## src/hw/rtl/tofda_pkg.sv

```systemverilog
`default_nettype none

package tofda_pkg;

    // Field widths
    localparam int unsigned SAMPLE_W  = 16;
    localparam int unsigned TEMP_W    = 8;
    localparam int unsigned CORR_W    = 16;
    localparam int unsigned DIST_W    = 11;
    localparam int unsigned S_TDATA_W = 24;
    localparam int unsigned M_TDATA_W = 32;
    localparam int unsigned M_PAD_W   = M_TDATA_W - CORR_W - DIST_W;

    // Window default
    localparam int unsigned WINDOW_LEN_DEF = 100;

    // Band edges and offsets
    localparam logic [CORR_W-1:0] BAND_EDGE_0 = 16'd1200;
    localparam logic [CORR_W-1:0] BAND_EDGE_1 = 16'd2000;
    localparam logic [CORR_W-1:0] BAND_EDGE_2 = 16'd3500;
    localparam logic [CORR_W-1:0] BAND_OFS_0  = 16'd250;
    localparam logic [CORR_W-1:0] BAND_OFS_1  = 16'd300;
    localparam logic [CORR_W-1:0] BAND_OFS_2  = 16'd350;
    localparam logic [CORR_W-1:0] BAND_OFS_3  = 16'd400;

    // Temperature range and speed table
    localparam int TEMP_MIN   = -40;
    localparam int TEMP_MAX   = 85;
    localparam int unsigned TEMP_STEPS = 126;
    localparam int unsigned TIDX_W     = 7;
    localparam int unsigned SPEED_W    = 25;
    localparam longint unsigned KELVIN_BASE = 273;
    localparam longint unsigned SPEED_0C    = 331;

    // Distance: round(speed * t / (20000 * 2^16))
    localparam int unsigned PROD_W     = 42;
    localparam int unsigned FRAC_W     = 16;
    localparam int unsigned Q_W        = PROD_W - FRAC_W;
    localparam logic [PROD_W-1:0] DIST_RND = 42'd655360000;
    localparam int unsigned DIV_MUL_W  = 27;
    localparam logic [DIV_MUL_W-1:0] DIV_MUL = 27'd109951163;
    localparam int unsigned DIV_SHIFT  = 41;
    localparam int unsigned DIVP_W     = Q_W + DIV_MUL_W;
    localparam int unsigned DRAW_W     = DIVP_W - DIV_SHIFT;
    localparam logic [DRAW_W-1:0] DIST_MAX = 12'd2047;

    // Speed of sound in Q16 for table index idx (temperature idx + TEMP_MIN)
    function automatic logic [SPEED_W-1:0] speed_q16(input int unsigned idx);
        longint unsigned num;
        longint unsigned root;
        longint unsigned bitv;
        num  = SPEED_0C * SPEED_0C * (longint'(KELVIN_BASE) + TEMP_MIN + idx);
        num  = (num << 32) / KELVIN_BASE;
        root = 0;
        bitv = 64'd1 << 62;
        while (bitv > num) begin
            bitv = bitv >> 2;
        end
        while (bitv != 0) begin
            if (num >= root + bitv) begin
                num  = num - (root + bitv);
                root = (root >> 1) + bitv;
            end else begin
                root = root >> 1;
            end
            bitv = bitv >> 2;
        end
        return SPEED_W'(root);
    endfunction

endpackage

`default_nettype wire

```

## src/hw/rtl/tofda_cell.sv

```systemverilog
`default_nettype none

// One window cell: holds a sample, takes its neighbor's on shift.
module tofda_cell #(
    parameter int unsigned DATA_W = tofda_pkg::SAMPLE_W
) (
    input  logic              aclk,
    input  logic              aresetn,
    input  logic              shift_en,
    input  logic [DATA_W-1:0] d_in,
    output logic [DATA_W-1:0] q_reg
);

    always_ff @(posedge aclk) begin
        if (!aresetn) begin
            q_reg <= '0;
        end else if (shift_en) begin
            q_reg <= d_in;
        end
    end

endmodule

`default_nettype wire

```

## src/hw/rtl/tofda_window.sv

```systemverilog
`default_nettype none

// Sample window as a chain of cells plus running sum.
module tofda_window #(
    parameter int unsigned WINDOW_LEN = tofda_pkg::WINDOW_LEN_DEF,
    localparam int unsigned SUM_W     = tofda_pkg::SAMPLE_W + $clog2(WINDOW_LEN)
) (
    input  logic                          aclk,
    input  logic                          aresetn,
    input  logic                          shift_en,
    input  logic [tofda_pkg::SAMPLE_W-1:0] sample,
    output logic [SUM_W-1:0]              sum_reg
);

    logic [tofda_pkg::SAMPLE_W-1:0] tap [WINDOW_LEN];
    logic [SUM_W-1:0]               sum_next;

    // Cell chain: head takes the new sample, tail holds the oldest
    for (genvar g = 0; g < WINDOW_LEN; g++) begin : g_cell
        if (g == 0) begin : g_head
            tofda_cell #(.DATA_W(tofda_pkg::SAMPLE_W)) u_cell (
                .aclk     (aclk),
                .aresetn  (aresetn),
                .shift_en (shift_en),
                .d_in     (sample),
                .q_reg    (tap[g])
            );
        end else begin : g_body
            tofda_cell #(.DATA_W(tofda_pkg::SAMPLE_W)) u_cell (
                .aclk     (aclk),
                .aresetn  (aresetn),
                .shift_en (shift_en),
                .d_in     (tap[g-1]),
                .q_reg    (tap[g])
            );
        end
    end

    // Drop oldest, add newest
    assign sum_next = sum_reg - SUM_W'(tap[WINDOW_LEN-1]) + SUM_W'(sample);

    always_ff @(posedge aclk) begin
        if (!aresetn) begin
            sum_reg <= '0;
        end else if (shift_en) begin
            sum_reg <= sum_next;
        end
    end

endmodule

`default_nettype wire

```

## config.mk

```make
export PLATFORM = sky130hd
export DESIGN_NAME = tofda_window
export DESIGN_NICKNAME = d
export VERILOG_FILES = /design/src/hw/rtl/tofda_pkg.sv /design/src/hw/rtl/tofda_cell.sv /design/src/hw/rtl/tofda_window.sv
export SDC_FILE = /design/constraint.sdc
export NUM_CORES = 2
export LEC_CHECK = 0
export BUFFER_PORTS_ARGS = -buffer_cell sky130_fd_sc_hd__buf_2
export CORE_MARGIN = 4
export CORE_UTILIZATION = 44
export DETAILED_ROUTE_END_ITERATION = 16
export HOLD_SLACK_MARGIN = 0.06
export MAX_ROUTING_LAYER = met4
export SLEW_MARGIN = 30
export SYNTH_ARGS = -nofsm -noshare
export SYNTH_HDL_FRONTEND = slang
export SYNTH_SLANG_ARGS = --single-unit
```

## constraint.sdc

```tcl
create_clock -name aclk -period 4 [get_ports aclk]
set_input_delay 0.6 -clock aclk [delete_from_list [all_inputs] [get_ports aclk]]
set_output_delay 0.6 -clock aclk [all_outputs]
set_load 0.005 [all_outputs]
```

=== Word level (Yosys, flattened, before mapping) ===
Index checks and enable logic that the tools add are counted.

* Bits in registers: 1623
* Input port bits: 19
* Output and inout port bits: 23
* Logic and storage cells: 103

* $add $sub $neg: 2

{| class="wikitable"
|+ Operator list
! cell !! number
|-
| $add A23 B16 Y23 || 1
|-
| $sub A23 B16 Y23 || 1
|}

=== Logic depth before layout (Yosys ltp) ===
* Word-level depth: 2
* Gate-level depth with buffers: 12
* Depth with buffers taken out: 12

=== By module ===
A second synthesis with hierarchy kept.

* Cell total of the unflattened synthesis: 5428
* Area total of the unflattened synthesis: 64154.0 µm²

{| class="wikitable"
|+ Modules (own cells, without submodules)
! module !! instances !! cells an instance !! area an instance (µm²) !! seq. area each (µm²)
|-
| tofda_cell || 100 || 51 || 615.6 || 320.3
|-
| tofda_window || 1 || 328 || 2595.0 || 460.4
|}

=== Worst setup path before layout ===
Ideal clock, no wire load.

* Kind: in2reg
* From: input port sample[1] (netlist name)
* To: register sum_reg[20]
* Setup time: 0.133 ns
* Data arrival time: 2.980 ns
* Data required time: 3.867 ns
* Slack: 0.886 ns
* Cell stages on the path: 11
* Path buffers: 0
* Cell sequence: inv_1 fa_1 inv_1 fa_1 a211oi_1 nor4_1 nor2_1 a21oi_1 o41a_1 o2111ai_1 o311ai_1

* Longest elaborated chain between the ends: 1

{| class="wikitable"
|+ Ends and longest elaborated chain
! what !! line !! text
|-
| start: declaration || tofda_window.sv:11 || <nowiki>input logic [tofda_pkg::SAMPLE_W-1:0] sample,</nowiki>
|-
| $add A23 B16 Y23 || tofda_window.sv:40 || <nowiki>assign sum_next = sum_reg - SUM_W'(tap[WINDOW_LEN-1]) + SUM_W'(sample);</nowiki>
|-
| end signal: assignment || tofda_window.sv:46 || <nowiki>sum_reg <= sum_next;</nowiki>
|-
| end: declaration || tofda_window.sv:12 || <nowiki>output logic [SUM_W-1:0] sum_reg</nowiki>
|}

No other way between the ends.
A chain may end at the register's enable or synchronous reset.

=== Worst setup path after layout ===
Same ends and word-level chain as after synthesis.

==> results.json <==
{
  "most-common-layout-cells": "dfxtp_1 (1623), mux2i_1 (1606), nor2_1 (1525)",
  "wl_per_cell_um": 12.1,
  "grt_overflow": 0,
  "min_period_ns": 3.42,
  "clk_pin_slew_ns": 0.06,
  "ys_ff_latch": 1623,
  "worst_pin_slew_ns": 0.816,
  "cp_data_required_time_ns": 4.64,
  "fp.dieH_um": 372,
  "clockPowerShare_pct": 44.4,
  "rows": 133,
  "p_leak_nw": 29.2,
  "skew_ns": 0.0222,
  "drt_iter0_markers": 1620,
  "io_pins": 42,
  "gp_congestion": 0.727,
  "avgSynthCellArea_um2": 10.6,
  "clk_latency_ns": 0.74,
  "p_switching_w": 0.00787,
  "cts_resized": 0,
  "synthArstFlopShare_pct": 0,
  "synth_nets": 5546,
  "area_growth_syn_to_layout_pct": 12.9,
  "synthCells": 5488,
  "drcViolationCount": 0,
  "power_density_nw_per_um2": 520,
  "intPower_w": 0.0264,
  "worst_slew_margin_rel_pct": 45.6,
  "drv_cap": 0,
  "final_cells": 7312,
  "setup_violations": 0,
  "largest_register_ffs": 1584,
  "fin_nets": 5482,
  "finalMaxSlewViolations": 0,
  "status": "finished clean",
  "grt_max_degree": 135,
  "dr.pass1.iters": 4,
  "num_antenna_cells": 0,
  "cp-end-kind": "register",
  "grt_pass1_vias": 33700,
  "clock-sinks": 1623,
  "core_area_um2": 132000,
  "grt_setup_unrepaired": "no",
  "htree_levels": 4,
  "yosys_most_used_dff": "dfxtp_1",
  "seqPwrFrac_pct": 47.7,
  "dp_hpwl_mm": 51.2,
  "die_x_um": 372,
  "start_kind": "input pin",
  "synthesis.area_um2": 58400,
  "r2r-start": "sum_reg[1]",
  "ctsRootBufferMaster": "clkbuf_16",
  "combPwrFrac_pct": 8.0,
  "numCtsBuffers": 166,
  "utilization_pct": 50.1,
  "routed_via_density": 4.71,
  "placed_cells": 7004,
  "finalSetupTns_ns": 0,
  "crit_fanout": 3,
  "switching_share_pct": 23.0,
  "wirelength_mm": 88.7,
  "grt_pass1_wl_mm": 157,
  "hold_viol_final": 0,
  "clockBufferDepth": 3,
  "via_count": 34500,
  "min_period_over_period_pct": 85.5,
  "groute.usage.overall_pct": 13.4,
  "synth-edff-count": 0,
  "cp.arrival_ns": 4.06,
  "max_freq_ghz": 0.292,
  "antenna_found_initial": 0,
  "vdd_ir_drop_max_uv": 405,
  "detail-route-antenna-nets": 0,
  "min-delay-start": "sample[2]",
  "ys_types": 56,
  "cts_tree": "built",
  "dieArea_um2": 139000,
  "initial_core_util_pct": 44.4,
  "ys_seq_area_share_pct": 55.6,
  "drive_above_1_share_pct": 7.11,
  "final_common_cell": "dfxtp_1",
  "startpoint": "sample[1]",
  "hold_path_class": "input pin to register",
  "port_buffers": 41,
  "crit_type": "input pin to register",
  "yosys_warnings": 0
}
-- final timing paths --
kind / endpoint / slack (ns) / depth (start not counted)
setup / recovery: sum_reg[20] / 0.58 / 13
hold / removal: g_cell[0].g_head.u_cell.q_reg[2] / 0.13 / 3
setup reg to reg: sum_reg[20] / 0.74 / 11
hold reg to reg: g_cell[35].g_body.u_cell.q_reg[13] / 0.48 / 2
-- metal layers --
layer | global-route usage [%] | vias to the layer above | wire length (um)
met5 | - | - | 0
met4 | 4.37 | 0 | 2020
met3 | 2.61 | 157 | 2560
met2 | 21.7 | 222 | 40000
met1 | 16.8 | 15900 | 44100
li1 | - | 18200 | -
-- cell type report --
class	instances	area, um2
inverter	76	293
multi-input combinational	3424	24100
tap	1755	2200
clock inverter	40	475
timing repair buffer	133	1370
sequential	1623	32500
fill	11900	65700
clock buffer	261	5060
-- worst max-delay path, cell delays in order --
cell           delay [ns]
dlygate4sd3_1        0.54
buf_2                0.11
inv_1                0.05
fa_1                 0.53
inv_1                0.07
fa_1                 0.48
a211oi_1             0.42
nor4_1               0.12
nor2_1               0.29
a21oi_1              0.14
o41a_1               0.40
o2111ai_1            0.19
o311ai_1             0.12
-- cells by family after synthesis --
family	Yosys count	share of synthesized area, %
AND/OR/NAND/NOR	1688	11.5
flip-flops	1623	55.6
multiplexers	1606	27.5
buffers and inverters	441	3.15
AO/OA/AOI/OAI	83	1.06
adder cells (fa/ha/maj)	39	1.04
XOR/XNOR	8	0.120
-- stage by stage --
stage	power, W	hold slack (ns)	area (um2)	worst slack, ns
floorplan	0.0188	0.460	58400	0.886
global placement	0.0195	0.467	60400	0.356
detailed placement	0.0195	0.479	60400	0.412
CTS	0.0349	0.0628	66000	0.682
global route	0.0359	0.103	66000	0.370
finish	0.0343	0.131	66000	0.579
-- synthesized netlist by cell type, types with 2 or more instances --
cell / instances / area, um2
a211o_1: 3 / 26.3
a211oi_1: 7 / 52.6
a21o_1: 9 / 67.6
a21oi_1: 17 / 85.1
a221o_1: 2 / 20.0
a311o_1: 3 / 30.0
and2_1: 3 / 18.8
and3_1: 6 / 37.5
and4_1: 2 / 17.5
buf_1: 54 / 203
buf_2: 147 / 736
clkbuf_1: 164 / 616
dfxtp_1: 1623 / 32500
fa_1: 16 / 320
ha_1: 23 / 288
inv_1: 74 / 278
inv_2: 2 / 7.51
mux2i_1: 1606 / 16100
nand2_1: 8 / 30.0
nand2b_1: 2 / 12.5
nand3_1: 16 / 80.1
nand4_1: 5 / 31.3
nand4b_1: 3 / 26.3
nor2_1: 1525 / 5720
nor2b_1: 102 / 638
nor3_1: 9 / 45.0
nor3b_1: 2 / 15.0
o211ai_1: 4 / 30.0
o21a_1: 5 / 37.5
o21ai_0: 8 / 40.0
o21ai_1: 5 / 25.0
o21bai_1: 2 / 15.0
or3_1: 2 / 12.5
xnor2_1: 3 / 26.3
xor2_1: 5 / 43.8
-- repair_timing --
action,CTS,global route
hold buffers,7,0
hold endpoints to repair,7,0
setup buffers,0,0
-- power groups by stage --
| stage | sequential (W) | clock, W | combinational, W |
|---|---|---|---|
| finish | 0.0163 | 0.0152 | 0.00273 |
| global route | 0.0163 | 0.0165 | 0.00303 |
| CTS | 0.0163 | 0.0158 | 0.00277 |
| detailed placement | 0.0167 | 0 | 0.00275 |
| global placement | 0.0167 | 0 | 0.00276 |
| floorplan | 0.0167 | 0 | 0.00212 |
(Power assumes the default switching activity.)
