==> src/hw/rtl/tofda_pkg.sv <==
`default_nettype none

package tofda_pkg;

    // Field widths
    localparam int unsigned SAMPLE_W  = 16;
    localparam int unsigned TEMP_W    = 8;
    localparam int unsigned CORR_W    = 16;
    localparam int unsigned DIST_W    = 11;
    localparam int unsigned S_TDATA_W = 24;
    localparam int unsigned M_TDATA_W = 32;
    localparam int unsigned M_PAD_W   = M_TDATA_W - CORR_W - DIST_W;

    // Window default
    localparam int unsigned WINDOW_LEN_DEF = 100;

    // Band edges and offsets
    localparam logic [CORR_W-1:0] BAND_EDGE_0 = 16'd1200;
    localparam logic [CORR_W-1:0] BAND_EDGE_1 = 16'd2000;
    localparam logic [CORR_W-1:0] BAND_EDGE_2 = 16'd3500;
    localparam logic [CORR_W-1:0] BAND_OFS_0  = 16'd250;
    localparam logic [CORR_W-1:0] BAND_OFS_1  = 16'd300;
    localparam logic [CORR_W-1:0] BAND_OFS_2  = 16'd350;
    localparam logic [CORR_W-1:0] BAND_OFS_3  = 16'd400;

    // Temperature range and speed table
    localparam int TEMP_MIN   = -40;
    localparam int TEMP_MAX   = 85;
    localparam int unsigned TEMP_STEPS = 126;
    localparam int unsigned TIDX_W     = 7;
    localparam int unsigned SPEED_W    = 25;
    localparam longint unsigned KELVIN_BASE = 273;
    localparam longint unsigned SPEED_0C    = 331;

    // Distance: round(speed * t / (20000 * 2^16))
    localparam int unsigned PROD_W     = 42;
    localparam int unsigned FRAC_W     = 16;
    localparam int unsigned Q_W        = PROD_W - FRAC_W;
    localparam logic [PROD_W-1:0] DIST_RND = 42'd655360000;
    localparam int unsigned DIV_MUL_W  = 27;
    localparam logic [DIV_MUL_W-1:0] DIV_MUL = 27'd109951163;
    localparam int unsigned DIV_SHIFT  = 41;
    localparam int unsigned DIVP_W     = Q_W + DIV_MUL_W;
    localparam int unsigned DRAW_W     = DIVP_W - DIV_SHIFT;
    localparam logic [DRAW_W-1:0] DIST_MAX = 12'd2047;

    // Speed of sound in Q16 for table index idx (temperature idx + TEMP_MIN)
    function automatic logic [SPEED_W-1:0] speed_q16(input int unsigned idx);
        longint unsigned num;
        longint unsigned root;
        longint unsigned bitv;
        num  = SPEED_0C * SPEED_0C * (longint'(KELVIN_BASE) + TEMP_MIN + idx);
        num  = (num << 32) / KELVIN_BASE;
        root = 0;
        bitv = 64'd1 << 62;
        while (bitv > num) begin
            bitv = bitv >> 2;
        end
        while (bitv != 0) begin
            if (num >= root + bitv) begin
                num  = num - (root + bitv);
                root = (root >> 1) + bitv;
            end else begin
                root = root >> 1;
            end
            bitv = bitv >> 2;
        end
        return SPEED_W'(root);
    endfunction

endpackage

`default_nettype wire

==> src/hw/rtl/tofda_ranger.sv <==
`default_nettype none

// Mean, band correction, speed lookup and distance, five pipeline stages
// after the window sum, each with its own valid and stall.
module tofda_ranger #(
    parameter int unsigned WINDOW_LEN = tofda_pkg::WINDOW_LEN_DEF,
    localparam int unsigned SUM_W     = tofda_pkg::SAMPLE_W + $clog2(WINDOW_LEN)
) (
    input  logic                             aclk,
    input  logic                             aresetn,
    input  logic                             in_valid,
    output logic                             in_ready,
    input  logic signed [tofda_pkg::TEMP_W-1:0] in_temp,
    input  logic [SUM_W-1:0]                 win_sum,
    output logic                             out_valid,
    input  logic                             out_ready,
    output logic [tofda_pkg::CORR_W-1:0]     out_corr,
    output logic [tofda_pkg::DIST_W-1:0]     out_dist
);

    localparam int unsigned NSTAGE     = 6;
    localparam int unsigned MEAN_SHIFT = SUM_W + $clog2(WINDOW_LEN);
    localparam int unsigned MEAN_MUL_W = SUM_W + 2;
    localparam int unsigned MEANP_W    = SUM_W + MEAN_MUL_W;
    // Exact floor(sum / WINDOW_LEN) by rounded-up reciprocal
    localparam logic [MEAN_MUL_W-1:0] MEAN_MUL =
        MEAN_MUL_W'(((64'd1 << MEAN_SHIFT) + WINDOW_LEN - 1) / WINDOW_LEN);

    logic [NSTAGE-1:0] vld_reg;
    logic [NSTAGE-1:0] adv;

    logic [tofda_pkg::TIDX_W-1:0]  tidx0_reg, tidx0_next;
    logic [tofda_pkg::TIDX_W-1:0]  tidx1_reg;
    logic [tofda_pkg::CORR_W-1:0]  mean1_reg, mean1_next;
    logic [tofda_pkg::CORR_W-1:0]  corr2_reg, corr2_next;
    logic [tofda_pkg::SPEED_W-1:0] speed2_reg;
    logic [tofda_pkg::Q_W-1:0]     q3_reg, q3_next;
    logic [tofda_pkg::CORR_W-1:0]  corr3_reg;
    logic [tofda_pkg::DRAW_W-1:0]  dist4_reg, dist4_next;
    logic [tofda_pkg::CORR_W-1:0]  corr4_reg;
    logic [tofda_pkg::CORR_W-1:0]  corr5_reg;
    logic [tofda_pkg::DIST_W-1:0]  dist5_reg, dist5_next;

    logic [MEANP_W-1:0]               meanp;
    logic [tofda_pkg::CORR_W-1:0]     band_ofs;
    logic [tofda_pkg::PROD_W-1:0]     scaled;
    logic [tofda_pkg::DIVP_W-1:0]     divp;
    logic [tofda_pkg::SPEED_W-1:0]    speed_tab [tofda_pkg::TEMP_STEPS];

    // Speed table, built at elaboration
    for (genvar k = 0; k < tofda_pkg::TEMP_STEPS; k++) begin : g_spd
        localparam logic [tofda_pkg::SPEED_W-1:0] SPD = tofda_pkg::speed_q16(k);
        assign speed_tab[k] = SPD;
    end

    // Stall chain: a stage moves when empty or when the next one moves
    always_comb begin
        adv[NSTAGE-1] = !vld_reg[NSTAGE-1] || out_ready;
        for (int i = NSTAGE - 2; i >= 0; i--) begin
            adv[i] = !vld_reg[i] || adv[i+1];
        end
    end

    assign in_ready = adv[0];

    always_ff @(posedge aclk) begin
        if (!aresetn) begin
            vld_reg <= '0;
        end else begin
            if (adv[0]) begin
                vld_reg[0] <= in_valid;
            end
            for (int i = 1; i < NSTAGE; i++) begin
                if (adv[i]) begin
                    vld_reg[i] <= vld_reg[i-1];
                end
            end
        end
    end

    // Stage 0: clamp temperature into table index
    always_comb begin
        if (in_temp < tofda_pkg::TEMP_MIN) begin
            tidx0_next = '0;
        end else if (in_temp > tofda_pkg::TEMP_MAX) begin
            tidx0_next = tofda_pkg::TIDX_W'(tofda_pkg::TEMP_STEPS - 1);
        end else begin
            tidx0_next = tofda_pkg::TIDX_W'(int'(in_temp) - tofda_pkg::TEMP_MIN);
        end
    end

    // Stage 1: mean by reciprocal multiply
    assign meanp      = MEANP_W'(win_sum) * MEANP_W'(MEAN_MUL);
    assign mean1_next = meanp[MEAN_SHIFT +: tofda_pkg::CORR_W];

    // Stage 2: band offset, clamp at zero
    always_comb begin
        if (mean1_reg < tofda_pkg::BAND_EDGE_0) begin
            band_ofs = tofda_pkg::BAND_OFS_0;
        end else if (mean1_reg < tofda_pkg::BAND_EDGE_1) begin
            band_ofs = tofda_pkg::BAND_OFS_1;
        end else if (mean1_reg < tofda_pkg::BAND_EDGE_2) begin
            band_ofs = tofda_pkg::BAND_OFS_2;
        end else begin
            band_ofs = tofda_pkg::BAND_OFS_3;
        end
        corr2_next = (mean1_reg > band_ofs) ? (mean1_reg - band_ofs) : '0;
    end

    // Stage 3: speed * time plus half divisor, drop fraction
    assign scaled  = tofda_pkg::PROD_W'(speed2_reg) * tofda_pkg::PROD_W'(corr2_reg)
                   + tofda_pkg::DIST_RND;
    assign q3_next = scaled[tofda_pkg::FRAC_W +: tofda_pkg::Q_W];

    // Stage 4: divide by 20000 via reciprocal
    assign divp       = tofda_pkg::DIVP_W'(q3_reg) * tofda_pkg::DIVP_W'(tofda_pkg::DIV_MUL);
    assign dist4_next = divp[tofda_pkg::DIV_SHIFT +: tofda_pkg::DRAW_W];

    // Stage 5: saturate
    assign dist5_next = (dist4_reg > tofda_pkg::DIST_MAX)
                      ? tofda_pkg::DIST_W'(tofda_pkg::DIST_MAX)
                      : dist4_reg[tofda_pkg::DIST_W-1:0];

    // Payload registers
    always_ff @(posedge aclk) begin
        if (adv[0]) begin
            tidx0_reg <= tidx0_next;
        end
        if (adv[1]) begin
            mean1_reg <= mean1_next;
            tidx1_reg <= tidx0_reg;
        end
        if (adv[2]) begin
            corr2_reg  <= corr2_next;
            speed2_reg <= speed_tab[tidx1_reg];
        end
        if (adv[3]) begin
            q3_reg    <= q3_next;
            corr3_reg <= corr2_reg;
        end
        if (adv[4]) begin
            dist4_reg <= dist4_next;
            corr4_reg <= corr3_reg;
        end
        if (adv[5]) begin
            dist5_reg <= dist5_next;
            corr5_reg <= corr4_reg;
        end
    end

    assign out_valid = vld_reg[NSTAGE-1];
    assign out_corr  = corr5_reg;
    assign out_dist  = dist5_reg;

endmodule

`default_nettype wire

==> config.mk <==
export PLATFORM = sky130hd
export DESIGN_NAME = tofda_ranger
export DESIGN_NICKNAME = d
export VERILOG_FILES = /design/src/hw/rtl/tofda_pkg.sv /design/src/hw/rtl/tofda_ranger.sv
export SDC_FILE = /design/constraint.sdc
export NUM_CORES = 2
export LEC_CHECK = 0
export ABC_AREA = 0
export ABC_CLOCK_PERIOD_IN_PS = 14100
export BUFFER_PORTS_ARGS = -buffer_cell sky130_fd_sc_hd__buf_2
export CAP_MARGIN = 5
export CORE_AREA = 2 2 314 316
export DETAILED_ROUTE_END_ITERATION = 8
export DIE_AREA = 0 0 316 318
export PLACE_DENSITY = 0.7
export REMOVE_ABC_BUFFERS = 1
export SETUP_SLACK_MARGIN = 0.3
export SLEW_MARGIN = 20
export SYNTH_ARGS = -nofsm -noshare
export SYNTH_HDL_FRONTEND = slang
export SYNTH_SLANG_ARGS = --single-unit
export TNS_END_PERCENT = 20
==> constraint.sdc <==
create_clock -name aclk -period 14.1 [get_ports aclk]
set_input_delay 2.82 -clock aclk [delete_from_list [all_inputs] [get_ports aclk]]
set_output_delay 2.82 -clock aclk [all_outputs]
set_load 0.02 [all_outputs]
## Word-level counts from Yosys, hierarchy flattened

Memory sizes are Yosys's and may differ from the RTL's. A register that Yosys moved wholly into a read port is not among the register bits.
Index checks and enable logic that the tools add are counted.
Widths: inputs -> output; s select.

| word-level totals | value |
|---|---|
| logic and storage cells | 49 |
| output and inout port bits | 29 |
| input port bits | 35 |
| register bits | 149 |
| memory bits (read-only) | 3200 |
| memories | 1 |

| cells by class | value |
|---|---|
| $add $sub $neg | 3 |
| bitwise logic cells | 1 |
| multiply operators | 3 |
| magnitude comparators | 7 |
| reductions and logical operators | 13 |
| mux-type cells | 4 |

Memories:

| name | depth | bits a word | rd ports | clocked after memory_dff | write ports | RTL line | text |
|---|---|---|---|---|---|---|---|
| (name not given) | 128 | 25 | 1 | 1 | 0 | tofda_ranger.sv:135 | `speed2_reg <= speed_tab[tidx1_reg];` |

Operators with widths:

| operator | count |
|---|---|
| $mul 26x27->53 const B | 1 |
| $mul 23x24->46 const B | 1 |
| $add 41x30->42 const B | 1 |
| $mul 25x16->41 | 1 |
| $lt 16x11->1 const B | 2 |
| $gt 16x16->1 | 1 |
| $lt 16x12->1 const B | 1 |
| $mux 8 | 2 |
| $sub 16x16->16 | 1 |
| $gt 12x11->1 const B | 1 |
| $mux 9 | 1 |
| $gt 8x8->1 const B | 1 |
| $lt 8x7->1 const B | 1 |
| $not 7->8 | 1 |
| $mux 7 | 1 |
| $sub 7x7->7 const B | 1 |
| $logic_not 1->1 | 6 |
| $logic_or 1x1->1 | 6 |
| $reduce_or 2->1 | 1 |

## Depth between registers and ports, before layout

| logic depth | value |
|---|---|
| depth in word-level cells | 7 |
| mapped depth | 24 |
| mapped depth without buffers | 24 |

## Least setup slack after synthesis

Ideal clock, no wire load.

| timing | value |
|---|---|
| path kind | input to register |
| start point | input port win_sum[11] |
| end point | register mean1_reg[8] in the netlist's numbering, data pin |
| arrival | 8.184 ns |
| setup slack | 5.651 ns |
| library setup time | 0.264 ns |
| stages | 22 |
| path buffers | 0 |
| data required time | 13.836 ns |
| cells stage by stage | fa_1 > inv_1 > fa_1 > inv_1 > fa_1 > inv_1 > fa_1 > inv_1 > fa_1 > inv_1 > fa_1 > fa_1 > inv_1 > ha_1 > nand2_1 > o31ai_1 > nand3_1 > nor2_1 > a21oi_1 > o21ai_1 > a2111oi_0 > nand3b_1 |

| on the way | value |
|---|---|
| cells in the longest elaborated chain, start to end | 1 |

Ends and longest elaborated chain:

| item | RTL line | text |
|---|---|---|
| start: declaration | tofda_ranger.sv:14 | `input logic [SUM_W-1:0] win_sum,` |
| $mul 23x24->46 | tofda_ranger.sv:93 | `assign meanp = MEANP_W'(win_sum) * MEANP_W'(MEAN_MUL);` |
| net mean1_next, one bit | tofda_ranger.sv:34 | `logic [tofda_pkg::CORR_W-1:0] mean1_reg, mean1_next;` |
| end signal: assignment | tofda_ranger.sv:130 | `mean1_reg <= mean1_next;` |
| end: declaration | tofda_ranger.sv:34 |  |

The timed path passes the listed nets, and every way through them passes these cells.
A chain may end at the register's enable or synchronous reset.

## Worst setup path in the final report

| timing | value |
|---|---|
| start point | input port win_sum[6] |
| end point | register mean1_reg[8] in the netlist's numbering, data pin |

The elaborated chain is that of the path after synthesis.

==> summary.txt <==
Status
  – Status: finished, final reports clean

Finish
  – Max reg flops: 26
  – Nets: 6040
  – Ratio of cells with drive above 1 in the final layout: 3.94%
  – Fillers: 9115
  – Ant diodes: 0
  – Syn-to-layout area delta: 5.24%

Yosys
  – Synth top area share: 37.0%
  – Dominant cell type by area after synthesis: fa_1
  – Post-Syn Area per Cell: 9.51 um2
  – Seq/Total Area, Yosys: 11.8%
  – Main synth FF type: edfxtp_1
  – EDFF count, synth: 166
  – Ranking of synthesized cells by area: fa_1, ha_1, edfxtp_1
  – Mapped Cells: 4562
  – Syn Std Cell Area: roughly 43000 um2
  – Yosys reg bits: around 170
  – Unique cell type count in the Yosys netlist: 87
  – Yosys Warn Count: 0
  – Ys async rst share: 0%

Timing
  – Achievable Freq: 116 MHz
  – RSZ-0062 raised after global routing: false
  – Fin. max-slew vios: 0
  – Setup TNS Final: 0 ps
  – Finish-stage setup viols: 0
  – Period utilisation layout: about three fifths
  – Final hold vios: 0
  – Tightest Pin Transition: roughly 1100 ps
  – Worst slew margin: 23.5%
  – Tmin final: 8620 ps
  – Setup Skew: 20.0 ps

Global route
  – GRT busiest layer: met2
  – First-pass GRT wire length: between 150000 and 200000 um
  – Largest net degree at the start of global routing: 90
  – Initial antenna violation count: 0
  – Grt total ovfl: 0
  – Grt met1 use: 32.8%
  – Met3 GRT Util: 3.46%
  – Met2 Resource Use GR: 38.6%
  – Tot GR Track Use: around a quarter
  – Vias in the first global route: 32800

Setup path
  – CP Class: primary input to flop
  – Setup slack, reg-to-reg: 6800 ps
  – WP data arrival: 8980 ps
  – R2R cell count: 24
  – CP required: 14460 ps
  – Worst-path fanout max: 7
  – CP Capture Type: flop
  – Startpoint Class: primary input

Clocking
  – TritonCTS clock tree: built
  – Clock transition at path regs: 70 ps
  – Post CTS Setup Buffer Count: 0
  – H-tree depth: 4
  – CTS Root Cell: clkbuf_16
  – CTS Buffer Depth: 2
  – CTS Buf Count: 17
  – Hold Buf Count CTS: 0
  – Clock Sinks: about 170
  – Post_cts resized: 0
  – Clock Latency Late Sink: 510 ps

Die
  – Starting Density: between 40% and 50%
  – Area of the core: 97400 um2
  – Standard-cell rows: roughly 120
  – Die area: 100000 um2
  – Die W: 316 um
  – Top Ports: 64
  – Chip height: around 320 um

Hold path
  – Worst hold path cell count: 0
  – Hold Crit Class: flop to flop

Drt
  – Wire per inst: 19.8 um
  – Total iterations of the first detailed-routing run: 6
  – Drt drc: 0
  – Starting DRT DRC Count: 2595
  – Vias: 31200
  – DRT antenna net count: 0
  – Avg Vias per Cell: 5.34
  – Total wire length: 116000 um

Flow run
  – # Max-Cap Violations: 0

Placed design
  – I/O Buffers: 63
  – Hpwl dp: 96000 um
  – Global placement routability congestion: approximately 0.99
## cells in the mapped netlist (17+ instances only)
cell type and instances:
nor3_1 35, nand3_1 46, nand2_1 401, ha_1 667, nor2_1 132, o21a_1 18, o21ai_0 131, a21oi_1 156
a31oi_1 27, a211oi_1 29, fa_1 803, xor2_1 20, clkbuf_1 123, and2_1 140, inv_1 1229, xnor2_1 47
edfxtp_1 166, nor2b_1 18, nand4_1 20, or2_2 18, o211ai_1 32, a21o_1 39, o31ai_1 17
## placed cells by master (no fill, tap or decap), drive strengths merged, types with 17 or more instances in the layout
cell type,n
inv,1232
fa,803
ha,667
nand2,402
edfxtp,166
a21oi,156
and2,141
o21ai,138
nor2,132
buf,98
xnor2,47
nand3,47
a21o,39
nor3,35
o211ai,34
a211oi,31
a31oi,27
nand4,20
xor2,20
o31ai,19
nor2b,18
or2,18
o21a,18
clkbuf,17
## final cells by class
type / instances / area (um2) / share of cell area, %
timing repair buffer: 98 / 613 / 1.34
sequential: 172 / 5100 / 11.2
multi-input combinational: 3014 / 33100 / 72.5
tap: 1287 / 1610 / 3.53
clock buffer: 17 / 425 / 0.931
inverter: 1232 / 4620 / 10.1
clock inverter: 15 / 176 / 0.386
## layer usage
| metal | wire length (um) | share of wire (%) | up-vias |
|---|---|---|---|
| li1 | - | - | 14200 |
| met1 | 49600 | 43 | 15500 |
| met2 | 54600 | 47 | 1193 |
| met3 | 7970 | 6.9 | 191 |
| met4 | 3590 | 3.1 | 0 |
| met5 | 0 | 0 | - |
## final timing paths
check	from	to
worst max-delay path	win_sum[6]	mean1_reg[8]
worst min-delay path	corr4_reg[12]	out_corr[12]
worst max register to register	q3_reg[6]	dist4_reg[6]
worst min register to register	corr4_reg[12]	out_corr[12]
## kinds of logic after synthesis
logic type / Yosys count / synth area share, %
compound gates: 588 / 8.85
flops: 172 / 11.8
xor+xnor: 67 / 1.35
simple gates: 879 / 9.49
mux: 10 / 0.349
buf+inv: 1376 / 11.9
fa+ha+maj: 1470 / 56.3
## critical path, stage by stage
cell and delay (ps):
buf_2 190, inv_1 110, fa_1 530, fa_1 520
inv_1 50, fa_1 470, inv_1 50, fa_1 480
fa_1 510, fa_1 490, inv_1 50, fa_1 470
ha_1 220, a2111oi_0 320, o21ai_0 200, o22ai_2 250
nand2_1 120, a21oi_1 330, o21ai_1 240, a2111oi_0 400
nand3b_1 150
## per-stage QoR
| stage | hold WS [ps] | std cells | setup slack, ps | area [um2] | util [%] |
|---|---|---|---|---|---|
| after floorplan | 400 | 4418 | 5650 | 42800 | - |
| after global placement | 401 | 5800 | 5160 | 45000 | 46.2 |
| after detailed placement | 405 | 5800 | 5010 | 45000 | 46.2 |
| after CTS | 422 | 5832 | 5560 | 45600 | 46.8 |
| after global routing | 424 | 5835 | 5150 | 45700 | 46.9 |
| final | 420 | 5835 | 5480 | 45700 | 46.9 |
Power is not shown: default switching activity piles up to over one toggle a cycle in this logic, so the estimate is an artifact.
